[src/rtl/core/clsp_pkg.sv]
// Shared types, codes and the pin-pair order for the charlieplex LED scanner.
// No dependencies; every other file of the block refers to this package by scoped names.
`default_nettype none

package clsp_pkg;

  // Input item kinds carried on in_tuser.
  typedef enum logic [1:0] {
    MODE_WRITE = 2'd0,
    MODE_TICK  = 2'd1,
    MODE_OFF   = 2'd2
  } mode_t;

  localparam int unsigned IDX_W   = 7;   // led_index field width
  localparam int unsigned LEVEL_W = 8;   // level field width
  localparam int unsigned STORE_W = 3;   // stored brightness width
  localparam int unsigned PIN_W   = 11;  // pin vector width
  localparam int unsigned PNUM_W  = 4;   // pin number width
  localparam int unsigned TOTAL_W = 32;  // sweep counter width

  // One anode/cathode pair of the fixed charlieplex order.
  typedef struct packed {
    logic              valid;
    logic [PNUM_W-1:0] anode;
    logic [PNUM_W-1:0] cathode;
  } pair_t;

  // Command from the scanner to the level store for one processed item.
  typedef struct packed {
    logic               wr;
    logic               clr;
    logic [IDX_W-1:0]   wr_addr;
    logic [STORE_W-1:0] wr_data;
    logic [IDX_W-1:0]   rd_addr;
  } store_cmd_t;

  // Pair for LED n on a panel of pins pins. Pin h (from 1 up) owns the
  // 2*h entries starting at h*(h-1): (l high, h low) then (h high, l low)
  // for each l below h. Evaluated at elaboration only.
  function automatic pair_t pair_of(input int n, input int pins);
    pair_t p;
    int    base;
    int    k;
    p    = '0;
    base = 0;
    k    = 0;
    for (int h = 1; h < 16; h++) begin
      base = h * (h - 1);
      if (h < pins && n >= base && n < base + 2 * h) begin
        k       = n - base;
        p.valid = 1'b1;
        if (k[0] == 1'b0) begin
          p.anode   = PNUM_W'(k >> 1);
          p.cathode = PNUM_W'(h);
        end else begin
          p.anode   = PNUM_W'(h);
          p.cathode = PNUM_W'(k >> 1);
        end
      end
    end
    return p;
  endfunction

endpackage

`default_nettype wire

[src/rtl/core/clsp_level_store.sv]
// Brightness store for the charlieplex scanner: one small memory with a valid bit per LED.
// Depends on clsp_pkg for the command struct and field widths.
`default_nettype none

module clsp_level_store #(
  parameter int unsigned LED_COUNT = 104
) (
  input  wire logic                            clk,
  input  wire logic                            rst_n,
  input  wire clsp_pkg::store_cmd_t            cmd,
  output logic [clsp_pkg::STORE_W-1:0]         rd_level
);

  localparam int unsigned AW = (LED_COUNT > 1) ? $clog2(LED_COUNT) : 1;

  logic [clsp_pkg::STORE_W-1:0] mem [LED_COUNT];
  logic [LED_COUNT-1:0]         vld_r;
  logic [LED_COUNT-1:0]         vld_nxt;
  logic [clsp_pkg::STORE_W-1:0] mem_rd_r;
  logic [clsp_pkg::STORE_W-1:0] fwd_data_r;
  logic                         fwd_hit_r;
  logic                         rd_vld_r;
  logic [AW-1:0]                wa;
  logic [AW-1:0]                ra;
  logic                         hit;

  assign wa  = cmd.wr_addr[AW-1:0];
  assign ra  = cmd.rd_addr[AW-1:0];
  assign hit = cmd.wr && (wa == ra);

  // Memory write and registered read; the read sees the old word on a
  // same-address write, which the bypass below covers.
  always_ff @(posedge clk) begin
    if (cmd.wr) begin
      mem[wa] <= cmd.wr_data;
    end
    mem_rd_r   <= mem[ra];
    fwd_data_r <= cmd.wr_data;
    fwd_hit_r  <= hit;
  end

  always_comb begin
    vld_nxt = vld_r;
    if (cmd.clr) begin
      vld_nxt = '0;
    end else if (cmd.wr) begin
      vld_nxt[wa] = 1'b1;
    end
  end

  always_ff @(posedge clk) begin
    if (!rst_n) begin
      vld_r    <= '0;
      rd_vld_r <= 1'b0;
    end else begin
      vld_r    <= vld_nxt;
      rd_vld_r <= vld_nxt[ra];
    end
  end

  assign rd_level = !rd_vld_r ? '0 : (fwd_hit_r ? fwd_data_r : mem_rd_r);

endmodule

`default_nettype wire

[src/rtl/core/charlieplex_led_scan_pwm_top.sv]
// Top level of the charlieplex LED scanner with sweep-phase grayscale.
// Depends on clsp_pkg and instantiates clsp_level_store.
`default_nettype none

// The block takes one item per clock cycle while in_tready is high. An accepted
// item is held in an input register, where a constant pin-pair lookup,
// one small store read and a 3-bit compare decide its result, which lands in
// the output register as the item leaves the input register; out_tvalid is driven
// from that output register. The output register lets the
// next item be processed while a result still waits, so in_tready drops only
// when a result is pending and the item in the input register also makes one.
// A write item stores min(level, MAX_LEVEL) for one LED and starts scanning; a
// write to an LED beyond the panel stores nothing but still starts scanning.
// A tick while scanning gives the pins for the current slot (anode high,
// cathode low, all else floating, or all floating when the LED's level does
// not exceed the sweep phase) and advances the slot; at the end of a sweep the
// sweep counter increments and the phase advances modulo MAX_LEVEL. A tick
// while stopped gives nothing. An off item stops scanning, clears every level
// and gives an all-floating result with the current sweep total. The levels
// live in a small memory whose next slot is read ahead by a registered read; per-LED
// valid bits cleared at reset and by an off item make unwritten LEDs read as
// zero, so no clearing pass is needed.
module charlieplex_led_scan_pwm_top #(
  parameter int unsigned LED_COUNT = 104,
  parameter int unsigned MAX_LEVEL = 7,
  parameter int unsigned PIN_COUNT = 11
) (
  input  wire logic        clk,
  input  wire logic        rst_n,
  // Input channel.
  input  wire logic        in_tvalid,
  output logic             in_tready,
  input  wire logic [15:0] in_tdata,   // [6:0] led_index, [14:7] level, [15] zero
  input  wire logic [1:0]  in_tuser,   // [1:0] mode
  // Result channel.
  output logic             out_tvalid,
  input  wire logic        out_tready,
  output logic [55:0]      out_tdata   // [10:0] pin_enable, [21:11] pin_high,
                                       // [53:22] sweep_total, [55:54] zero
);

  localparam int unsigned AW = (LED_COUNT > 1) ? $clog2(LED_COUNT) : 1;

  // Input register.
  logic                          a_valid_r;
  clsp_pkg::mode_t               a_mode_r;
  logic [clsp_pkg::IDX_W-1:0]    a_idx_r;
  logic [clsp_pkg::LEVEL_W-1:0]  a_lvl_r;

  // Scan state.
  logic [AW-1:0]                 slot_r,  slot_nxt;
  logic [clsp_pkg::STORE_W-1:0]  phase_r, phase_nxt;
  logic [clsp_pkg::TOTAL_W-1:0]  count_r, count_nxt;
  logic                          scan_r,  scan_nxt;

  // Output register.
  logic                          out_valid_r, out_valid_nxt;
  logic [clsp_pkg::PIN_W-1:0]    en_r, en_nxt;
  logic [clsp_pkg::PIN_W-1:0]    hi_r, hi_nxt;
  logic [clsp_pkg::TOTAL_W-1:0]  total_r, total_nxt;

  logic                          has_res;
  logic                          out_free;
  logic                          a_fire;
  logic [clsp_pkg::STORE_W-1:0]  cur_level;
  logic [clsp_pkg::STORE_W-1:0]  sat_level;
  clsp_pkg::store_cmd_t          cmd;

  // Fixed pair order as constant lookup tables.
  logic                          pair_ok  [LED_COUNT];
  logic [clsp_pkg::PNUM_W-1:0]   anode_tab[LED_COUNT];
  logic [clsp_pkg::PNUM_W-1:0]   cath_tab [LED_COUNT];

  for (genvar g = 0; g < LED_COUNT; g++) begin : g_pair
    localparam clsp_pkg::pair_t P = clsp_pkg::pair_of(g, PIN_COUNT);
    assign pair_ok[g]   = P.valid;
    assign anode_tab[g] = P.anode;
    assign cath_tab[g]  = P.cathode;
  end

  // Levels above MAX_LEVEL saturate when stored.
  assign sat_level = (a_lvl_r > clsp_pkg::LEVEL_W'(MAX_LEVEL))
                   ? clsp_pkg::STORE_W'(MAX_LEVEL)
                   : a_lvl_r[clsp_pkg::STORE_W-1:0];

  // An item leaves the input register once its result, if any, has room.
  assign has_res  = a_valid_r && ((a_mode_r == clsp_pkg::MODE_TICK && scan_r) ||
                                  a_mode_r == clsp_pkg::MODE_OFF);
  assign out_free = !out_valid_r || out_tready;
  assign a_fire   = a_valid_r && (!has_res || out_free);
  assign in_tready = !a_valid_r || a_fire;

  always_comb begin
    slot_nxt      = slot_r;
    phase_nxt     = phase_r;
    count_nxt     = count_r;
    scan_nxt      = scan_r;
    out_valid_nxt = out_valid_r && !out_tready;
    en_nxt        = en_r;
    hi_nxt        = hi_r;
    total_nxt     = total_r;
    cmd           = '0;

    if (a_fire) begin
      unique case (a_mode_r)
        clsp_pkg::MODE_WRITE: begin
          scan_nxt    = 1'b1;
          cmd.wr      = (a_idx_r < clsp_pkg::IDX_W'(LED_COUNT));
          cmd.wr_addr = a_idx_r;
          cmd.wr_data = sat_level;
        end
        clsp_pkg::MODE_TICK: begin
          if (scan_r) begin
            en_nxt = '0;
            hi_nxt = '0;
            if (pair_ok[slot_r] && cur_level > phase_r) begin
              en_nxt = (clsp_pkg::PIN_W'(1) << anode_tab[slot_r]) |
                       (clsp_pkg::PIN_W'(1) << cath_tab[slot_r]);
              hi_nxt = clsp_pkg::PIN_W'(1) << anode_tab[slot_r];
            end
            // End of a sweep: count it and step the grayscale phase.
            if (slot_r == AW'(LED_COUNT - 1)) begin
              slot_nxt  = '0;
              count_nxt = count_r + 1'b1;
              phase_nxt = (phase_r == clsp_pkg::STORE_W'(MAX_LEVEL - 1))
                        ? '0 : phase_r + 1'b1;
            end else begin
              slot_nxt = slot_r + 1'b1;
            end
            out_valid_nxt = 1'b1;
            total_nxt     = count_nxt;
          end
        end
        clsp_pkg::MODE_OFF: begin
          scan_nxt      = 1'b0;
          cmd.clr       = 1'b1;
          out_valid_nxt = 1'b1;
          en_nxt        = '0;
          hi_nxt        = '0;
          total_nxt     = count_r;
        end
        default: begin
          // Unused mode code: the item is dropped.
        end
      endcase
    end

    // The store reads ahead the slot that the next item will see.
    cmd.rd_addr = clsp_pkg::IDX_W'(slot_nxt);
  end

  clsp_level_store #(
    .LED_COUNT(LED_COUNT)
  ) u_store (
    .clk     (clk),
    .rst_n   (rst_n),
    .cmd     (cmd),
    .rd_level(cur_level)
  );

  always_ff @(posedge clk) begin
    if (!rst_n) begin
      a_valid_r   <= 1'b0;
      slot_r      <= '0;
      phase_r     <= '0;
      count_r     <= '0;
      scan_r      <= 1'b0;
      out_valid_r <= 1'b0;
    end else begin
      if (in_tready) begin
        a_valid_r <= in_tvalid;
      end
      slot_r      <= slot_nxt;
      phase_r     <= phase_nxt;
      count_r     <= count_nxt;
      scan_r      <= scan_nxt;
      out_valid_r <= out_valid_nxt;
    end
  end

  // Payload registers.
  always_ff @(posedge clk) begin
    if (in_tready && in_tvalid) begin
      a_mode_r <= clsp_pkg::mode_t'(in_tuser);
      a_idx_r  <= in_tdata[6:0];
      a_lvl_r  <= in_tdata[14:7];
    end
    en_r    <= en_nxt;
    hi_r    <= hi_nxt;
    total_r <= total_nxt;
  end

  assign out_tvalid = out_valid_r;
  assign out_tdata  = {2'b00, total_r, hi_r, en_r};

endmodule

`default_nettype wire
[config.mk]
export PLATFORM = sky130hd
export DESIGN_NAME = charlieplex_led_scan_pwm_top
export DESIGN_NICKNAME = d
export VERILOG_FILES = /design/src/rtl/core/clsp_pkg.sv /design/src/rtl/core/clsp_level_store.sv /design/src/rtl/core/charlieplex_led_scan_pwm_top.sv
export SDC_FILE = /design/constraint.sdc
export NUM_CORES = 1
export LEC_CHECK = 0
export CAP_MARGIN = 20
export CORE_MARGIN = 4
export CORE_UTILIZATION = 40
export CTS_BUF_LIST = sky130_fd_sc_hd__clkbuf_16
export DETAILED_ROUTE_END_ITERATION = 10
export DONT_BUFFER_PORTS = 1
export GPL_TIMING_DRIVEN = 0
export MAX_ROUTING_LAYER = met4
export SKIP_LAST_GASP = 1
export SYNTH_ARGS = -nofsm -noshare
export SYNTH_HDL_FRONTEND = slang
export SYNTH_HIERARCHICAL = 1
export SYNTH_SLANG_ARGS = --single-unit
export TNS_END_PERCENT = 30
[constraint.sdc]
create_clock -name clk -period 5.9 [get_ports clk]
set_input_delay 1.18 -clock clk [delete_from_list [all_inputs] [get_ports clk]]
set_output_delay 1.18 -clock clk [all_outputs]
set_load 0.05 [all_outputs]
==> impl_metrics.toml <==
[setup_path]
cp-startpoint = "slot_r[0]$_SDFF_PN0_"
criticalPathCategory = "register to register"
required_ns = 6.35
endpoint_kind = "register"
cp-start-kind = "register"
critPathArrivalTime_ns = 6.09
crit_chain = "buf_2 -> inv_1 -> ha_1 -> mux2i_1 -> nor2_1 -> buf_2 -> buf_2 -> clkbuf_1 -> mux4_2 -> mux2i_1 -> o21ai_0 -> o22ai_1 -> o31ai_1"
cpMostUsedCell = "buf_2"
critPathSlowestCell = "clkbuf_1"
crit_fanout = 13
r2r_start = "slot_r[0]$_SDFF_PN0_"
cp_slowest_stage_delay_ns = 0.80

[floorplanning]
die-area_um2 = 64600
row_count = 89
dieWidth_um = 254
io_pins = 80
core-area_um2 = 59500
initial_utilization = 0.408
chipHeight_um = 254

[logic_synthesis]
syn_inst = 1898
ys.flop_type = "edfxtp_1"
yosys_warnings = 6
synth_edf_count = 383
synth_cell_types = 101
yosysSeqAreaShare = 0.604
yosysTopAreaCellShare = 0.475
ys_seq_elements = 540
synthTopCellsByCount = "383 x edfxtp_1, 305 x nor2_1, 157 x dfxtp_1, 113 x nand2_1, 97 x mux4_2"
async_flop_share = 0
synth_area_um2 = 24200
post_synth.cell_area_avg_um2 = 12.8
synth.largest_area_cell = "edfxtp_1"
synth_most_common_cell = "edfxtp_1"
synthTopCellsByArea = "edfxtp_1 47%, dfxtp_1 13%, mux4_2 9.0%"

[grt]
grt_pass1_vias = 16178
grt_pass1_wl_um = 105000
antenna_found_initial = 0
grt_use_total = 0.223
overflow = 0
grt_max_degree = 51

[clock_network]
cts_tree = "yes"
path_clk_slew_ns = 0.06
ctsRootBufferMaster = "clkbuf_16"
hold_buffers = 0
cts_setup_buffers = 0
cts_inserted_buffers = 56
cts.repair.resized = 0
htreeDepth = 2
clock_sinks = 540
clock_path_buffers = 3
clk_latency_ns = 0.62

[timing]
slew_headroom = 0.199
finClkSkew_ns = 0.0462
min_period_ns = 5.64
worst_pin_slew_ns = 1.20
timing.final.max_slew_violations = 0
hold_viol = 0
period_share = 0.956
clock.fmax_mhz = 177
rsz0062_at_grt = "false"
fin_setup_tns_ns = 0
setup_viol = 0

[place]
globalplace.congestion = 0.980
portBuffers = 0
placed_area_um2 = 25400
numPlacedInstances = 2679
post-dp-hpwl_um = 48500

[run]
maxCapViolations = 0

[routing]
wirelength_um = 70400
ant_nets = 0
vias_per_cell = 5.86
drt-initial-drc-count = 1574
avgRoutedWirePerCell_um = 25.3
via_count = 16327
drc_errors = 0
firstDrtPassIters = 7

[pwr]
pwr-share-clk = 0.456
pwr-share-comb = 0.015
p_leak_nw = 9.56
internal_power_w = 0.00610
switching_share = 0.210
ir_drop_mv = 0.245
power_frac_seq = 0.529
power.density_nw_per_um2 = 284
power.switching_w = 0.00162
totalPowerFinal_w = 0.00772

[cells_and_area]
design_area_um2 = 27200
fin_cells = 2786
synthToLayoutAreaGrowth_pct = 12.4
layout.nets = 2002
antennaDiodeCount = 0
drive_gt1_frac = 0.158
num-fill-cells = 5409

[hold_path]
hold_class = "register to register"
min_from = "u_store/vld_r[35]$_SDFF_PN0_"

[outcome]
status = "finished clean"
==> through the flow <==
stage           util  hold slack (ns)  setup slack, ns
3_3_place_gp   0.424            0.432            -2.13
5_1_grt        0.458            0.472            0.157
2_1_floorplan      -            0.421           0.0946
6_report       0.458            0.454            0.261
4_1_cts        0.458            0.452            0.401
3_5_place_dp   0.427            0.438           0.0586
==> logic make-up (layout without fill, tap and decap cells) <==
| logic type | Yosys count | in the layout | synth area share |
|---|---|---|---|
| DFF | 540 | 540 | 0.604 |
| muxes | 118 | 118 | 0.0990 |
| other | 1 | 2 | 0.000155 |
| xor gates and xnor gates | 71 | 71 | 0.0257 |
| AOI/OAI and AO/OA | 279 | 279 | 0.0792 |
| buffers and inverters | 161 | 275 | 0.0339 |
| adders and majority gates | 15 | 15 | 0.00774 |
| and+or+nand+nor | 713 | 713 | 0.150 |
==> flip-flops by register name, summed over array words and instances, names as in the netlist, 7 cells and up <==
signal	flops
a_idx_r	7
a_lvl_r	8
count_r	32
en_r	11
hi_r	11
slot_r	7
total_r	32
u_store/mem	312
u_store/vld_r	104
==> power by group through the flow <==
stage	sequential, W	clock (W)	combinational, W
floorplan	0.00417	0	0.0000711
global placement	0.00417	0	0.000108
detailed placement	0.00417	0	0.000118
CTS	0.00409	0.00361	0.000118
global route	0.00408	0.00377	0.000127
finish	0.00409	0.00352	0.000118
==> layout by cell type, fill, tap and decap left out, drive strengths merged, types with 29 or more instances in the layout <==
| cell type | n |
|---|---|
| edfxtp | 383 |
| nor2 | 310 |
| dfxtp | 157 |
| nand2 | 114 |
| clkbuf | 99 |
| buf | 98 |
| mux4 | 97 |
| a21oi | 85 |
| and2 | 45 |
| xnor2 | 44 |
| inv | 43 |
| nor3 | 39 |
| nand3 | 39 |
| nand2b | 29 |
| o21ai | 29 |
==> layer usage <==
metal,vias to the layer above,track usage,part of all wire
met2,698,0.354,0.47
li1,7266,-,-
met4,0,0.0937,0.047
met5,-,-,0
met1,8182,0.286,0.41
met3,181,0.0391,0.076
==> worst max-delay path: cells and delay by family (launching register included) <==
family | cells | cell delay [ns]
compound gates | 3 | 1.08
fa+ha+maj | 1 | 0.55
simple gates | 1 | 0.43
buf+inv | 5 | 2.08
flops | 1 | 0.64
mux | 3 | 0.65
==> worst paths after layout <==
check             depth (start not counted)  slack [ns]                            to
setup / recovery                         13        0.26   u_store/mem_rd_r[0]$_DFF_P_
hold / removal                            2        0.45  u_store/vld_r[35]$_SDFF_PN0_
setup reg to reg                         13        0.26   u_store/mem_rd_r[0]$_DFF_P_
hold reg to reg                           2        0.45  u_store/vld_r[35]$_SDFF_PN0_
==> area by class of cell <==
cell class                      instances  area [µm²]  share of cell area
Buffer                                132         713              0.0262
Multi-Input combinational cell       1198        8810               0.324
Sequential cell                       540       14600               0.538
Clock buffer                           57        1430              0.0524
Tap cell                              773         967              0.0355
Clock inverter                         49         423              0.0155
Inverter                               29         109             0.00400
Timing Repair Buffer                    8         145             0.00533
(Power assumes the default switching activity.)
